`src/design/jsu_pkg.sv`:
```
`timescale 1ns / 1ps
// ----------------------------------------------------------------------------
// jsu_pkg
// Shared types and constants for the JSON string unescape block.
// ----------------------------------------------------------------------------
package jsu_pkg;

   localparam int QUEUE_DEPTH = 4;

   localparam logic [1:0] KIND_DATA  = 2'd0;
   localparam logic [1:0] KIND_DONE  = 2'd1;
   localparam logic [1:0] KIND_ERROR = 2'd2;

   typedef enum logic [3:0] {
      MODE_IDLE    = 4'd0,
      MODE_BODY    = 4'd1,
      MODE_ESC     = 4'd2,
      MODE_HEX     = 4'd3,
      MODE_LOW_BS  = 4'd4,
      MODE_LOW_U   = 4'd5,
      MODE_LOW_HEX = 4'd6
   } mode_type;

   // all results caused by one input transaction
   typedef struct packed {
      logic [3:0][7:0] data;
      logic [2:0]      ndata;
      logic            tail_en;
      logic [1:0]      tail_kind;
   } packet_type;

endpackage

```
`src/design/jsu_front.sv`:
```
`timescale 1ns / 1ps
// ----------------------------------------------------------------------------
// jsu_front
// Decodes one input byte per cycle while take is high into its result packet.
// ----------------------------------------------------------------------------
module jsu_front (
   input  logic                clock,
   input  logic                reset,
   input  logic                take,
   input  logic [7:0]          in_byte,
   input  logic                start_req,
   input  logic                final_byte,
   output logic                pkt_valid,
   output jsu_pkg::packet_type pkt
);

   localparam logic [7:0] CHAR_QUOTE = 8'h22;
   localparam logic [7:0] CHAR_BSLASH = 8'h5C;
   localparam logic [7:0] CHAR_SLASH = 8'h2F;
   localparam logic [7:0] CHAR_B = 8'h62;
   localparam logic [7:0] CHAR_F = 8'h66;
   localparam logic [7:0] CHAR_N = 8'h6E;
   localparam logic [7:0] CHAR_R = 8'h72;
   localparam logic [7:0] CHAR_T = 8'h74;
   localparam logic [7:0] CHAR_U = 8'h75;
   localparam logic [5:0] HIGH_SURR_TAG = 6'b110110;
   localparam logic [5:0] LOW_SURR_TAG = 6'b110111;
   localparam logic [20:0] CP_MAX_1 = 21'h7F;
   localparam logic [20:0] CP_MAX_2 = 21'h7FF;
   localparam logic [20:0] CP_MAX_3 = 21'hFFFF;
   localparam logic [20:0] CP_MAX_4 = 21'h10FFFF;
   localparam logic [20:0] CP_PLANE_1 = 21'h10000;

   jsu_pkg::mode_type mode_ff, mode_in;
   logic [15:0] hex_acc_ff, hex_acc_in;
   logic [1:0]  hex_cnt_ff, hex_cnt_in;
   logic [9:0]  high_ff, high_in;

   logic        nib_ok;
   logic [3:0]  nib;
   logic [15:0] acc_next;
   logic        err;
   logic        done_q;
   logic        put_one;
   logic [7:0]  one_byte;
   logic        put_cp;
   logic [20:0] cp;

   always_comb begin
      nib_ok = 1'b1;
      nib    = 4'd0;
      if (in_byte >= 8'h30 && in_byte <= 8'h39) begin
         nib = in_byte[3:0];
      end else if ((in_byte >= 8'h41 && in_byte <= 8'h46) ||
                   (in_byte >= 8'h61 && in_byte <= 8'h66)) begin
         nib = in_byte[3:0] + 4'd9;
      end else begin
         nib_ok = 1'b0;
      end
   end

   assign acc_next = {hex_acc_ff[11:0], nib};

   always_ff @(posedge clock) begin
      if (reset) begin
         mode_ff    <= jsu_pkg::MODE_IDLE;
         hex_acc_ff <= '0;
         hex_cnt_ff <= '0;
         high_ff    <= '0;
      end else if (take) begin
         mode_ff    <= mode_in;
         hex_acc_ff <= hex_acc_in;
         hex_cnt_ff <= hex_cnt_in;
         high_ff    <= high_in;
      end
   end

   always_comb begin
      mode_in    = mode_ff;
      hex_acc_in = hex_acc_ff;
      hex_cnt_in = hex_cnt_ff;
      high_in    = high_ff;
      err        = 1'b0;
      done_q     = 1'b0;
      put_one    = 1'b0;
      one_byte   = in_byte;
      put_cp     = 1'b0;
      cp         = '0;
      if (start_req) begin
         hex_acc_in = '0;
         hex_cnt_in = '0;
         high_in    = '0;
         if (in_byte == CHAR_QUOTE) begin
            mode_in = jsu_pkg::MODE_BODY;
         end else begin
            err = 1'b1;
         end
      end else begin
         case (mode_ff)
            jsu_pkg::MODE_BODY: begin
               if (in_byte == CHAR_QUOTE) begin
                  done_q  = 1'b1;
                  mode_in = jsu_pkg::MODE_IDLE;
               end else if (in_byte == CHAR_BSLASH) begin
                  mode_in = jsu_pkg::MODE_ESC;
               end else begin
                  put_one = 1'b1;
               end
            end
            jsu_pkg::MODE_ESC: begin
               mode_in = jsu_pkg::MODE_BODY;
               case (in_byte)
                  CHAR_QUOTE, CHAR_BSLASH, CHAR_SLASH: put_one = 1'b1;
                  CHAR_B: begin
                     put_one  = 1'b1;
                     one_byte = 8'h08;
                  end
                  CHAR_F: begin
                     put_one  = 1'b1;
                     one_byte = 8'h0C;
                  end
                  CHAR_N: begin
                     put_one  = 1'b1;
                     one_byte = 8'h0A;
                  end
                  CHAR_R: begin
                     put_one  = 1'b1;
                     one_byte = 8'h0D;
                  end
                  CHAR_T: begin
                     put_one  = 1'b1;
                     one_byte = 8'h09;
                  end
                  CHAR_U: begin
                     hex_acc_in = '0;
                     hex_cnt_in = '0;
                     mode_in    = jsu_pkg::MODE_HEX;
                  end
                  default: err = 1'b1;
               endcase
            end
            jsu_pkg::MODE_HEX: begin
               if (!nib_ok) begin
                  err = 1'b1;
               end else begin
                  hex_acc_in = acc_next;
                  if (hex_cnt_ff == 2'd3) begin
                     hex_cnt_in = '0;
                     if (acc_next[15:10] == HIGH_SURR_TAG) begin
                        high_in = acc_next[9:0];
                        mode_in = jsu_pkg::MODE_LOW_BS;
                     end else if (acc_next[15:10] == LOW_SURR_TAG) begin
                        err = 1'b1;
                     end else begin
                        cp      = {5'd0, acc_next};
                        put_cp  = 1'b1;
                        mode_in = jsu_pkg::MODE_BODY;
                     end
                  end else begin
                     hex_cnt_in = hex_cnt_ff + 2'd1;
                  end
               end
            end
            jsu_pkg::MODE_LOW_BS: begin
               if (in_byte == CHAR_BSLASH) begin
                  mode_in = jsu_pkg::MODE_LOW_U;
               end else begin
                  err = 1'b1;
               end
            end
            jsu_pkg::MODE_LOW_U: begin
               if (in_byte == CHAR_U) begin
                  hex_acc_in = '0;
                  hex_cnt_in = '0;
                  mode_in    = jsu_pkg::MODE_LOW_HEX;
               end else begin
                  err = 1'b1;
               end
            end
            jsu_pkg::MODE_LOW_HEX: begin
               if (!nib_ok) begin
                  err = 1'b1;
               end else begin
                  hex_acc_in = acc_next;
                  if (hex_cnt_ff == 2'd3) begin
                     hex_cnt_in = '0;
                     if (acc_next[15:10] != LOW_SURR_TAG) begin
                        err = 1'b1;
                     end else begin
                        cp      = CP_PLANE_1 + {1'b0, high_ff, acc_next[9:0]};
                        put_cp  = 1'b1;
                        mode_in = jsu_pkg::MODE_BODY;
                     end
                  end else begin
                     hex_cnt_in = hex_cnt_ff + 2'd1;
                  end
               end
            end
            default: mode_in = jsu_pkg::MODE_IDLE;
         endcase
      end
      if (err) begin
         mode_in = jsu_pkg::MODE_IDLE;
      end
      if (final_byte && mode_in != jsu_pkg::MODE_IDLE) begin
         err     = 1'b1;
         mode_in = jsu_pkg::MODE_IDLE;
      end
   end

   always_comb begin
      pkt = '0;
      if (put_one) begin
         pkt.data[0] = one_byte;
         pkt.ndata   = 3'd1;
      end else if (put_cp) begin
         if (cp <= CP_MAX_1) begin
            pkt.data[0] = cp[7:0];
            pkt.ndata   = 3'd1;
         end else if (cp <= CP_MAX_2) begin
            pkt.data[0] = {3'b110, cp[10:6]};
            pkt.data[1] = {2'b10, cp[5:0]};
            pkt.ndata   = 3'd2;
         end else if (cp <= CP_MAX_3) begin
            pkt.data[0] = {4'b1110, cp[15:12]};
            pkt.data[1] = {2'b10, cp[11:6]};
            pkt.data[2] = {2'b10, cp[5:0]};
            pkt.ndata   = 3'd3;
         end else if (cp <= CP_MAX_4) begin
            pkt.data[0] = {5'b11110, cp[20:18]};
            pkt.data[1] = {2'b10, cp[17:12]};
            pkt.data[2] = {2'b10, cp[11:6]};
            pkt.data[3] = {2'b10, cp[5:0]};
            pkt.ndata   = 3'd4;
         end
      end
      if (done_q) begin
         pkt.tail_en   = 1'b1;
         pkt.tail_kind = jsu_pkg::KIND_DONE;
      end else if (err) begin
         pkt.tail_en   = 1'b1;
         pkt.tail_kind = jsu_pkg::KIND_ERROR;
      end
   end

   assign pkt_valid = (pkt.ndata != 3'd0) || pkt.tail_en;

endmodule

```
`src/design/jsu_queue.sv`:
```
`timescale 1ns / 1ps
// ----------------------------------------------------------------------------
// jsu_queue
// Short packet queue between the decoder and the result serialiser.
// ----------------------------------------------------------------------------
module jsu_queue #(
   parameter int DEPTH = jsu_pkg::QUEUE_DEPTH
) (
   input  logic                clock,
   input  logic                reset,
   input  logic                push,
   input  jsu_pkg::packet_type push_pkt,
   output logic                full,
   input  logic                pop,
   output jsu_pkg::packet_type pop_pkt,
   output logic                empty
);

   localparam int PTR_W = (DEPTH > 1) ? $clog2(DEPTH) : 1;
   localparam int CNT_W = $clog2(DEPTH + 1);

   jsu_pkg::packet_type mem_ff [DEPTH];
   logic [PTR_W-1:0] wr_ptr_ff, wr_ptr_in;
   logic [PTR_W-1:0] rd_ptr_ff, rd_ptr_in;
   logic [CNT_W-1:0] count_ff, count_in;
   logic do_push, do_pop;

   assign full    = (count_ff == CNT_W'(DEPTH));
   assign empty   = (count_ff == '0);
   assign do_push = push && !full;
   assign do_pop  = pop && !empty;
   assign pop_pkt = mem_ff[rd_ptr_ff];

   always_comb begin
      wr_ptr_in = wr_ptr_ff;
      rd_ptr_in = rd_ptr_ff;
      count_in  = count_ff;
      if (do_push) begin
         wr_ptr_in = (wr_ptr_ff == PTR_W'(DEPTH - 1)) ? '0 : wr_ptr_ff + PTR_W'(1);
      end
      if (do_pop) begin
         rd_ptr_in = (rd_ptr_ff == PTR_W'(DEPTH - 1)) ? '0 : rd_ptr_ff + PTR_W'(1);
      end
      if (do_push && !do_pop) begin
         count_in = count_ff + CNT_W'(1);
      end else if (do_pop && !do_push) begin
         count_in = count_ff - CNT_W'(1);
      end
   end

   always_ff @(posedge clock) begin
      if (reset) begin
         wr_ptr_ff <= '0;
         rd_ptr_ff <= '0;
         count_ff  <= '0;
      end else begin
         wr_ptr_ff <= wr_ptr_in;
         rd_ptr_ff <= rd_ptr_in;
         count_ff  <= count_in;
      end
   end

   always_ff @(posedge clock) begin
      if (do_push) begin
         mem_ff[wr_ptr_ff] <= push_pkt;
      end
   end

endmodule

```
`src/design/jsu_back.sv`:
```
`timescale 1ns / 1ps
// ----------------------------------------------------------------------------
// jsu_back
// Unpacks queued packets into single results held in an output register.
// ----------------------------------------------------------------------------
module jsu_back (
   input  logic                clock,
   input  logic                reset,
   input  logic                q_empty,
   input  jsu_pkg::packet_type q_pkt,
   output logic                q_pop,
   input  logic                pop,
   output logic                empty,
   output logic [7:0]          out_byte,
   output logic [1:0]          out_kind,
   output logic                last
);

   logic [2:0] idx_ff, idx_in;
   logic       valid_ff, valid_in;
   logic [7:0] byte_ff, byte_in;
   logic [1:0] kind_ff, kind_in;
   logic       last_ff, last_in;
   logic [2:0] total;
   logic       load, emit, is_last;

   assign total   = q_pkt.ndata + {2'd0, q_pkt.tail_en};
   assign load    = !valid_ff || pop;
   assign emit    = load && !q_empty;
   assign is_last = (idx_ff == total - 3'd1);
   assign q_pop   = emit && is_last;

   always_comb begin
      idx_in   = idx_ff;
      valid_in = valid_ff && !pop;
      byte_in  = byte_ff;
      kind_in  = kind_ff;
      last_in  = last_ff;
      if (emit) begin
         valid_in = 1'b1;
         last_in  = is_last;
         idx_in   = is_last ? 3'd0 : idx_ff + 3'd1;
         if (idx_ff < q_pkt.ndata) begin
            byte_in = q_pkt.data[idx_ff[1:0]];
            kind_in = jsu_pkg::KIND_DATA;
         end else begin
            byte_in = '0;
            kind_in = q_pkt.tail_kind;
         end
      end
   end

   always_ff @(posedge clock) begin
      if (reset) begin
         idx_ff   <= '0;
         valid_ff <= 1'b0;
      end else begin
         idx_ff   <= idx_in;
         valid_ff <= valid_in;
      end
   end

   always_ff @(posedge clock) begin
      byte_ff <= byte_in;
      kind_ff <= kind_in;
      last_ff <= last_in;
   end

   assign empty    = !valid_ff;
   assign out_byte = byte_ff;
   assign out_kind = kind_ff;
   assign last     = last_ff;

endmodule

```
`src/design/json_string_unescape_utf8.sv`:
```
`timescale 1ns / 1ps
// ----------------------------------------------------------------------------
// json_string_unescape_utf8
// Streaming JSON string literal decoder producing UTF-8 bytes and a status.
// ----------------------------------------------------------------------------
//  channel   handshake        payload
//  request   push / full      req_in_byte, req_start_req, req_final_byte
//  response  pop / empty      rsp_out_byte, rsp_out_kind, rsp_last
//
//  one input byte is taken per cycle while the packet queue has room
//  results leave the output register one per cycle while pop is high, so a
//  byte that causes n results (n up to 5) holds the serialiser for all n
//  first result goes through the packet queue, then the output register
//  synchronous reset empties the queue and closes any open string
// ----------------------------------------------------------------------------
module json_string_unescape_utf8 #(
   parameter int QUEUE_DEPTH = jsu_pkg::QUEUE_DEPTH
) (
   input  logic       clock,
   input  logic       reset,
   input  logic       push,
   output logic       full,
   input  logic [7:0] req_in_byte,
   input  logic       req_start_req,
   input  logic       req_final_byte,
   output logic       empty,
   input  logic       pop,
   output logic [7:0] rsp_out_byte,
   output logic [1:0] rsp_out_kind,
   output logic       rsp_last
);

   jsu_pkg::packet_type front_pkt, head_pkt;
   logic front_valid, take, q_empty, q_pop;

   assign take = push && !full;

   jsu_front u_front (
      .clock      (clock),
      .reset      (reset),
      .take       (take),
      .in_byte    (req_in_byte),
      .start_req  (req_start_req),
      .final_byte (req_final_byte),
      .pkt_valid  (front_valid),
      .pkt        (front_pkt)
   );

   jsu_queue #(
      .DEPTH (QUEUE_DEPTH)
   ) u_queue (
      .clock    (clock),
      .reset    (reset),
      .push     (take && front_valid),
      .push_pkt (front_pkt),
      .full     (full),
      .pop      (q_pop),
      .pop_pkt  (head_pkt),
      .empty    (q_empty)
   );

   jsu_back u_back (
      .clock    (clock),
      .reset    (reset),
      .q_empty  (q_empty),
      .q_pkt    (head_pkt),
      .q_pop    (q_pop),
      .pop      (pop),
      .empty    (empty),
      .out_byte (rsp_out_byte),
      .out_kind (rsp_out_kind),
      .last     (rsp_last)
   );

endmodule
```
`config.mk`:
```
export PLATFORM = sky130hd
export DESIGN_NAME = json_string_unescape_utf8
export DESIGN_NICKNAME = d
export VERILOG_FILES = /design/src/design/jsu_pkg.sv /design/src/design/jsu_front.sv /design/src/design/jsu_queue.sv /design/src/design/jsu_back.sv /design/src/design/json_string_unescape_utf8.sv
export SDC_FILE = /design/constraint.sdc
export NUM_CORES = 1
export LEC_CHECK = 0
export BUFFER_PORTS_ARGS = -buffer_cell sky130_fd_sc_hd__buf_4
export CORE_ASPECT_RATIO = 1.75
export CORE_MARGIN = 3
export CORE_UTILIZATION = 58
export CTS_BUF_LIST = sky130_fd_sc_hd__clkbuf_8
export CTS_CLUSTER_DIAMETER = 30
export CTS_CLUSTER_SIZE = 8
export DETAILED_ROUTE_END_ITERATION = 16
export GPL_TIMING_DRIVEN = 0
export PLACE_DENSITY = 0.77
export SLEW_MARGIN = 20
export SYNTH_ARGS = -nofsm -noshare
export SYNTH_HDL_FRONTEND = slang
export SYNTH_SLANG_ARGS = --single-unit
```
`constraint.sdc`:
```
create_clock -name clock -period 3.8 [get_ports clock]
set_clock_uncertainty 0.1 [all_clocks]
set_input_delay 0.19 -clock clock [delete_from_list [all_inputs] [get_ports clock]]
set_output_delay 0.19 -clock clock [all_outputs]
set_load 0.01 [all_outputs]
```
==> results.json, run 1 <==
{
  "clk_latency_ns": 0.47,
  "die_y_um": 172,
  "post-route-cell-area_um2": 10200,
  "dp_cells": 910,
  "grt_max_degree": 26,
  "power.leakage_nw": 3.38,
  "drc": 0,
  "cp_num_buf_inv": 4,
  "finalWorstPathRequiredPeriod_ns": 3.68,
  "rows": 60,
  "cp_slowest_cell": "or3_4",
  "worstHoldPathType": "in -> reg",
  "drtAntennaViolNets": 0,
  "p_per_area_nw_per_um2": 488,
  "clock_path_buffers": 2,
  "multi_input_area_um2": 3720,
  "first_pass_iters": 5,
  "core_um2": 15400,
  "synth_edf_count": 147,
  "synthTopCellsByCount": "edfxtp_1, nand2_1, nor2_1, a21oi_1",
  "ff2ff_setup_slack_ns": 0.12,
  "diodes": 0,
  "final_nets": 779,
  "dieWidth_um": 101,
  "worstMarginPinSlew_ns": 0.992,
  "path_delay_family": "simple AND/OR/NAND/NOR gates",
  "wl_per_cell_um": 23.9,
  "dieArea_um2": 17300,
  "cts_tree": "yes",
  "numPortBuffers": 23,
  "synth_top_area_share_pct": 48.5,
  "cp_common_cell": "buf_4",
  "relSlewSlack_pct": 33.8,
  "synth.area.top_cells": "edfxtp_1, mux4_2, dfxtp_1, a21oi_1, ha_1",
  "clock-root-buffer": "clkbuf_8",
  "critPathMaxFanout": 10,
  "grt_overflow": 0,
  "min_period_over_period_pct": 97.0,
  "clk_pin_slew_worst_paths_ns": 0.12,
  "setup_violations": 0,
  "fin_cells": 946,
  "syn_to_final_growth_pct": 11.5,
  "ys_seq_area_share_pct": 57.5,
  "nFillCells": 1109,
  "place_hpwl_um": 16400,
  "ios": 27,
  "dpl_cell_area_um2": 9600,
  "power_mw": 4.95,
  "yosysTopAreaCell": "edfxtp_1",
  "hp-start": "req_in_byte[7]",
  "synth_nets": 729,
  "critPathLaunch": "u_front.mode_ff[3]",
  "seqCellArea_um2": 5240,
  "grt_pass1_wl_um": 34700,
  "worstPathArrival_ns": 3.99,
  "final_util_pct": 66.0,
  "r2r_start": "u_front.mode_ff[3]",
  "viasPerCell": 6.51,
  "synthCells": 697,
  "finalHoldViolations": 0,
  "synthArstFlopShare_pct": 0,
  "maxSlewViolCount": 0,
  "syn-cell-area_um2": 9110,
  "syn_area_per_cell_um2": 13.1,
  "cp-start-kind": "register",
  "yosys_register_bits": 188,
  "max_cap_violations": 0,
  "htree_levels": 4,
  "outcome": "completed",
  "antenna_found_initial": 0,
  "peakVddDrop_v": 0.000354,
  "drive_gt1_share_pct": 21.3,
  "yosysWarnings": 0,
  "grt_pass1_vias": 6328,
  "synth_most_common_cell": "edfxtp_1",
  "worstPathCellList": "buf_4, and4bb_2, or2_4, nand2b_4, or3_1, buf_4, a211oi_2, a31oi_1, a21bo_2, buf_6, ha_4, inv_1, fa_2, xor2_1, or3_4, a21oi_2",
  "via_count": 6162,
  "cts_buffers": 17,
  "synth_cell_types": 88,
  "drt-total-wl_um": 22600,
  "place_congestion": 0.961,
  "max_freq_ghz": 0.271,
  "required_ns": 4.10,
  "synth_ff_type": "edfxtp_1",
  "crit_path_max_incr_delay_ns": 0.39,
  "endpoint_kind": "register",
  "drt_iter0_drc": 451,
  "worstSetupPathType": "reg -> reg",
  "cts.sinks": 188,
  "fin_setup_tns_ns": 0,
  "grt_usage_pct": 26.9,
  "initial_utilization_pct": 59.2
}
state kept, by name, summed over array words and instances (netlist names), named ones only:
signal	cells
u_queue.mem_ff	136
u_front.hex_acc_ff	12
u_front.high_ff	10
u_back.out_byte	8
u_front.mode_ff	4
u_back.idx_ff	3
u_queue.count_ff	3
u_back.out_kind	2
u_front.hex_cnt_ff	2
u_queue.rd_ptr_ff	2
u_queue.wr_ptr_ff	2
u_back.last	1
u_back.valid_ff	1
cell families (layout without fill, tap and decap cells):
kind of cell    count (synthesis)  after routing  share of synthesized area (%)
compound gates                148            148                           11.3
xor+xnor                       11             11                           1.06
fa+ha+maj                      18             18                           2.55
buf+inv                        54            117                           2.50
flops                         188            188                           57.5
mux                            51             51                           11.3
simple gates                  227            227                           13.8
per-stage QoR:
step           hold slack (ns)  worst slack, ns
3_5_place_dp             0.365           -0.543
3_3_place_gp             0.344           -0.751
4_1_cts                 0.0349         0.000354
5_1_grt                 0.0436         -0.00664
2_1_floorplan            0.268            0.250
6_report                0.0523            0.115
final cells by class:
type	instances	share of cell area [%]
Buffer	37	1.82
Inverter	15	0.554
Tap cell	186	2.29
Clock inverter	15	1.82
Timing Repair Buffer	33	3.01
Sequential cell	188	51.6
Multi-Input combinational cell	455	36.6
Clock buffer	17	2.30
where the power goes:
part | switching (mW) | total [mW] | internal (mW)
Clock | 0.820 | 1.34 | 0.518
Sequential | 0.0694 | 2.48 | 2.41
Combinational | 0.609 | 1.13 | 0.522
routing by layer:
| layer | global-route usage [%] | share of wire (%) | wire length, um |
|---|---|---|---|
| met3 | 3.77 | 4.3 | 972 |
| met2 | 48.8 | 56 | 12600 |
| met1 | 30.5 | 35 | 8030 |
| met4 | 13.4 | 4.7 | 1060 |
| met5 | 0 | 0 | 0 |
worst paths after layout:
check	end	cells after the start
worst max register to register	u_queue.count_ff[2]	16
worst max-delay path	u_queue.count_ff[2]	16
worst min-delay path	u_queue.mem_ff[1][13]	2
worst min register to register	u_back.valid_ff	2
what timing repair did:
item | 4_1_cts | 5_1_grt
setup endpoints to repair | 3 | 2
endpoints found under the hold margin | 4 | 0
hold buffers | 3 | 0
gates resized for setup | 21 | 14
buffers inserted | 2 | 1
pin swaps | 2 | 5
cells in the final DEF (no fill, tap or decap), types with 5 or more instances in the layout:
master / netlist / layout
edfxtp_1: 147 / 147
nor2b_1: 17 / 16
o21a_1: 6 / 6
nand3b_1: 10 / 10
nand3_1: 19 / 19
nor3_1: 12 / 11
buf_1: 8 / 6
a22o_1: 5 / 5
clkbuf_8: 0 / 17
inv_1: 14 / 14
dfxtp_1: 41 / 38
buf_2: 8 / 7
o22ai_1: 5 / 5
mux4_2: 41 / 41
ha_1: 17 / 16
or3_1: 6 / 5
a31oi_1: 5 / 5
o21ai_1: 7 / 8
a21oi_1: 48 / 47
nand2_1: 49 / 48
buf_4: 2 / 29
inv_8: 0 / 5
xor2_1: 5 / 5
and3_1: 6 / 6
mux2i_1: 9 / 9
o21ai_0: 20 / 19
clkbuf_1: 20 / 15
nor2_1: 49 / 48
a22oi_1: 5 / 5
xnor2_1: 6 / 6
nand2b_1: 8 / 7
Power figures use the tool's default switching activity.
==> run 2, diff against run 1 <==
--- a/config.mk
+++ b/config.mk
@@ -6,15 +6,17 @@
 export NUM_CORES = 1
 export LEC_CHECK = 0
 export BUFFER_PORTS_ARGS = -buffer_cell sky130_fd_sc_hd__buf_4
+export CELL_PAD_IN_SITES_DETAIL_PLACEMENT = 0
+export CELL_PAD_IN_SITES_GLOBAL_PLACEMENT = 2
 export CORE_ASPECT_RATIO = 1.75
 export CORE_MARGIN = 3
-export CORE_UTILIZATION = 58
+export CORE_UTILIZATION = 42
 export CTS_BUF_LIST = sky130_fd_sc_hd__clkbuf_8
 export CTS_CLUSTER_DIAMETER = 30
 export CTS_CLUSTER_SIZE = 8
 export DETAILED_ROUTE_END_ITERATION = 16
 export GPL_TIMING_DRIVEN = 0
-export PLACE_DENSITY = 0.77
+export PLACE_DENSITY = 0.78
 export SLEW_MARGIN = 20
 export SYNTH_ARGS = -nofsm -noshare
 export SYNTH_HDL_FRONTEND = slang
==> run 2 against run 1 <==
Compared with the run above:
- highest routed layer unchanged
- combinational power hardly changed
- largest power group unchanged
- flip-flop and latch count stayed put
- final area is 2.3% higher
- global-route usage is 6.7 points lower
- sequential power hardly changed
- clock power is 6% higher
- critical path depth is 1 lower
- power is 1.2% higher
- wire length is 4.3% higher
- via count is 1.4% lower
==> results.json, run 2 (synthesized netlist as in run 1, its figures left out) <==
{
  "outcome": "completed",
  "power.leakage_nw": 3.45,
  "cts_buffers": 17,
  "cp-start-kind": "register",
  "p_per_area_nw_per_um2": 482,
  "rows": 70,
  "p_sw_mw": 1.36,
  "cp_common_cell": "a31oi_1",
  "required_ns": 4.09,
  "drive_gt1_share_pct": 23.2,
  "cp_num_buf_inv": 2,
  "relSlewSlack_pct": 35.0,
  "worstMarginPinSlew_ns": 0.976,
  "drc": 0,
  "max_cap_violations": 0,
  "worst_slack_ns": 0.101,
  "layout_common_cells": "edfxtp_1, nand2_1, nor2_1, a21oi_1, mux4_2",
  "grt_usage_pct": 20.2,
  "first_pass_iters": 5,
  "final_nets": 787,
  "finalHoldViolations": 0,
  "largest_reg_flops": 136,
  "syn_to_final_growth_pct": 14.1,
  "diodes": 0,
  "worstPathCellList": "ha_1, nor3_1, a31oi_1, or3b_4, and4_4, a211oi_2, a31oi_1, a21bo_2, buf_6, ha_2, inv_1, fa_1, xor2_1, or3_1, a21oi_2",
  "core_um2": 21100,
  "dieWidth_um": 117,
  "cellInternalPower_mw": 3.65,
  "dieArea_um2": 23600,
  "top_regs": "u_queue.mem_ff x136, u_front.hex_acc_ff x12, u_front.high_ff x10",
  "peakVddDrop_v": 0.000230,
  "place_hpwl_um": 17500,
  "mostFrequentLayoutCell": "edfxtp_1",
  "routed-wl-met3_um": 821,
  "viasPerCell": 5.75,
  "grt_max_degree": 25,
  "path_delay_family": "simple AND/OR/NAND/NOR gates",
  "die_y_um": 201,
  "clock-root-buffer": "clkbuf_8",
  "place_congestion": 0.897,
  "finalWorstPathRequiredPeriod_ns": 3.70,
  "grt_overflow": 0,
  "drt_iter0_drc": 397,
  "clock_path_buffers": 2,
  "drt-total-wl_um": 23600,
  "post-route-cell-area_um2": 10400,
  "endpoint_kind": "register",
  "cts_tree": "yes",
  "clk_pin_slew_worst_paths_ns": 0.09,
  "dr.max_layer_used": "met4",
  "wl_met2_um": 13000,
  "crit_path_max_incr_delay_ns": 0.44,
  "clock_power_share_pct": 28.3,
  "place_ws_ns": -0.623,
  "worstHoldPathType": "in -> reg",
  "htree_levels": 4,
  "cts.sinks": 188,
  "antenna_found_initial": 0,
  "clk_latency_ns": 0.46,
  "wl_per_cell_um": 22.3,
  "dp_cells": 1012,
  "worstSetupPathType": "reg -> reg",
  "top_register": "u_queue.mem_ff",
  "worstPathArrival_ns": 3.99,
  "drtAntennaViolNets": 0,
  "cp_slowest_cell": "or3b_4",
  "setup_violations": 0,
  "swShare_pct": 27.1,
  "wl_met1_um": 8680,
  "grt_pass1_wl_um": 36300,
  "power_frac_seq_pct": 49.4,
  "via_count": 6073,
  "maxSlewViolCount": 0,
  "grt_pass1_vias": 6261,
  "ios": 27,
  "dpl_cell_area_um2": 9730,
  "max_freq_ghz": 0.270,
  "numPortBuffers": 23,
  "initial_utilization_pct": 43.2,
  "fin_cells": 1056,
  "final_util_pct": 49.2,
  "critPathMaxFanout": 5,
  "fin_hold_ws_ns": 0.0376,
  "min_period_over_period_pct": 97.3,
  "combPwrFrac_pct": 22.3
}
run 2: cell types whose count changed in the layout (fill, tap and decap cells not counted), moves of 3 or more:
cell	previous run	this run
dfxtp_2	3	7
inv_8	5	0
dfxtp_1	38	34
clkinv_8	3	0
clkinv_2	1	5
bufinv_16	0	4
buf_4	29	34
inv_12	3	0
buf_6	1	4
run 2: area by class of cell:
type                    count  area (um2)
fillers                  1868       10700
flip-flops and latches    188        5240
multi-input cells         455        3730
repair buffers             41         365
well taps                 288         360
clock buffers              17         234
plain buffers              37         201
clock inverters            15         195
inverters                  15        56.3
run 2: path summary, 6_finish.rpt:
check                                   startpoint               endpoint  slack, ns  cells after the start
worst min-delay path                req_in_byte[7]  u_queue.mem_ff[2][13]       0.04                      2
worst min register to register     u_back.valid_ff        u_back.valid_ff       0.37                      2
worst max-delay path            u_front.high_ff[6]    u_queue.count_ff[2]       0.10                     15
worst max register to register  u_front.high_ff[6]    u_queue.count_ff[2]       0.10                     15
run 2: per-stage QoR:
stage	power, mW	TNS, ns
4_1_cts	5.03	0
6_report	5.01	0
3_5_place_dp	3.60	-1.40
5_1_grt	5.25	-0.00538
2_1_floorplan	3.23	0
3_3_place_gp	3.56	-115.55
run 2: timing repair:
item                                    CTS  global route
gates cloned                              0             0
gates resized for setup                  18            28
pin swaps                                 2             9
buffers inserted                          1            10
endpoints found under the setup margin    5             2
hold endpoints to repair                  4             0
hold buffers                              3             0
run 2: per-layer routing:
metal | GRT usage [%] | vias to the layer above
met3 | 2.79 | 59
li1 | - | 2806
met2 | 37.9 | 192
met1 | 22.2 | 3016
met5 | 0 | -
met4 | 9.86 | 0
run 2: power by group through the flow:
stage / clock, mW / sequential, mW / combinational, mW
floorplan: 0 / 2.54 / 0.684
global placement: 0 / 2.52 / 1.04
detailed placement: 0 / 2.53 / 1.08
CTS: 1.45 / 2.48 / 1.10
global route: 1.54 / 2.50 / 1.22
finish: 1.42 / 2.48 / 1.12
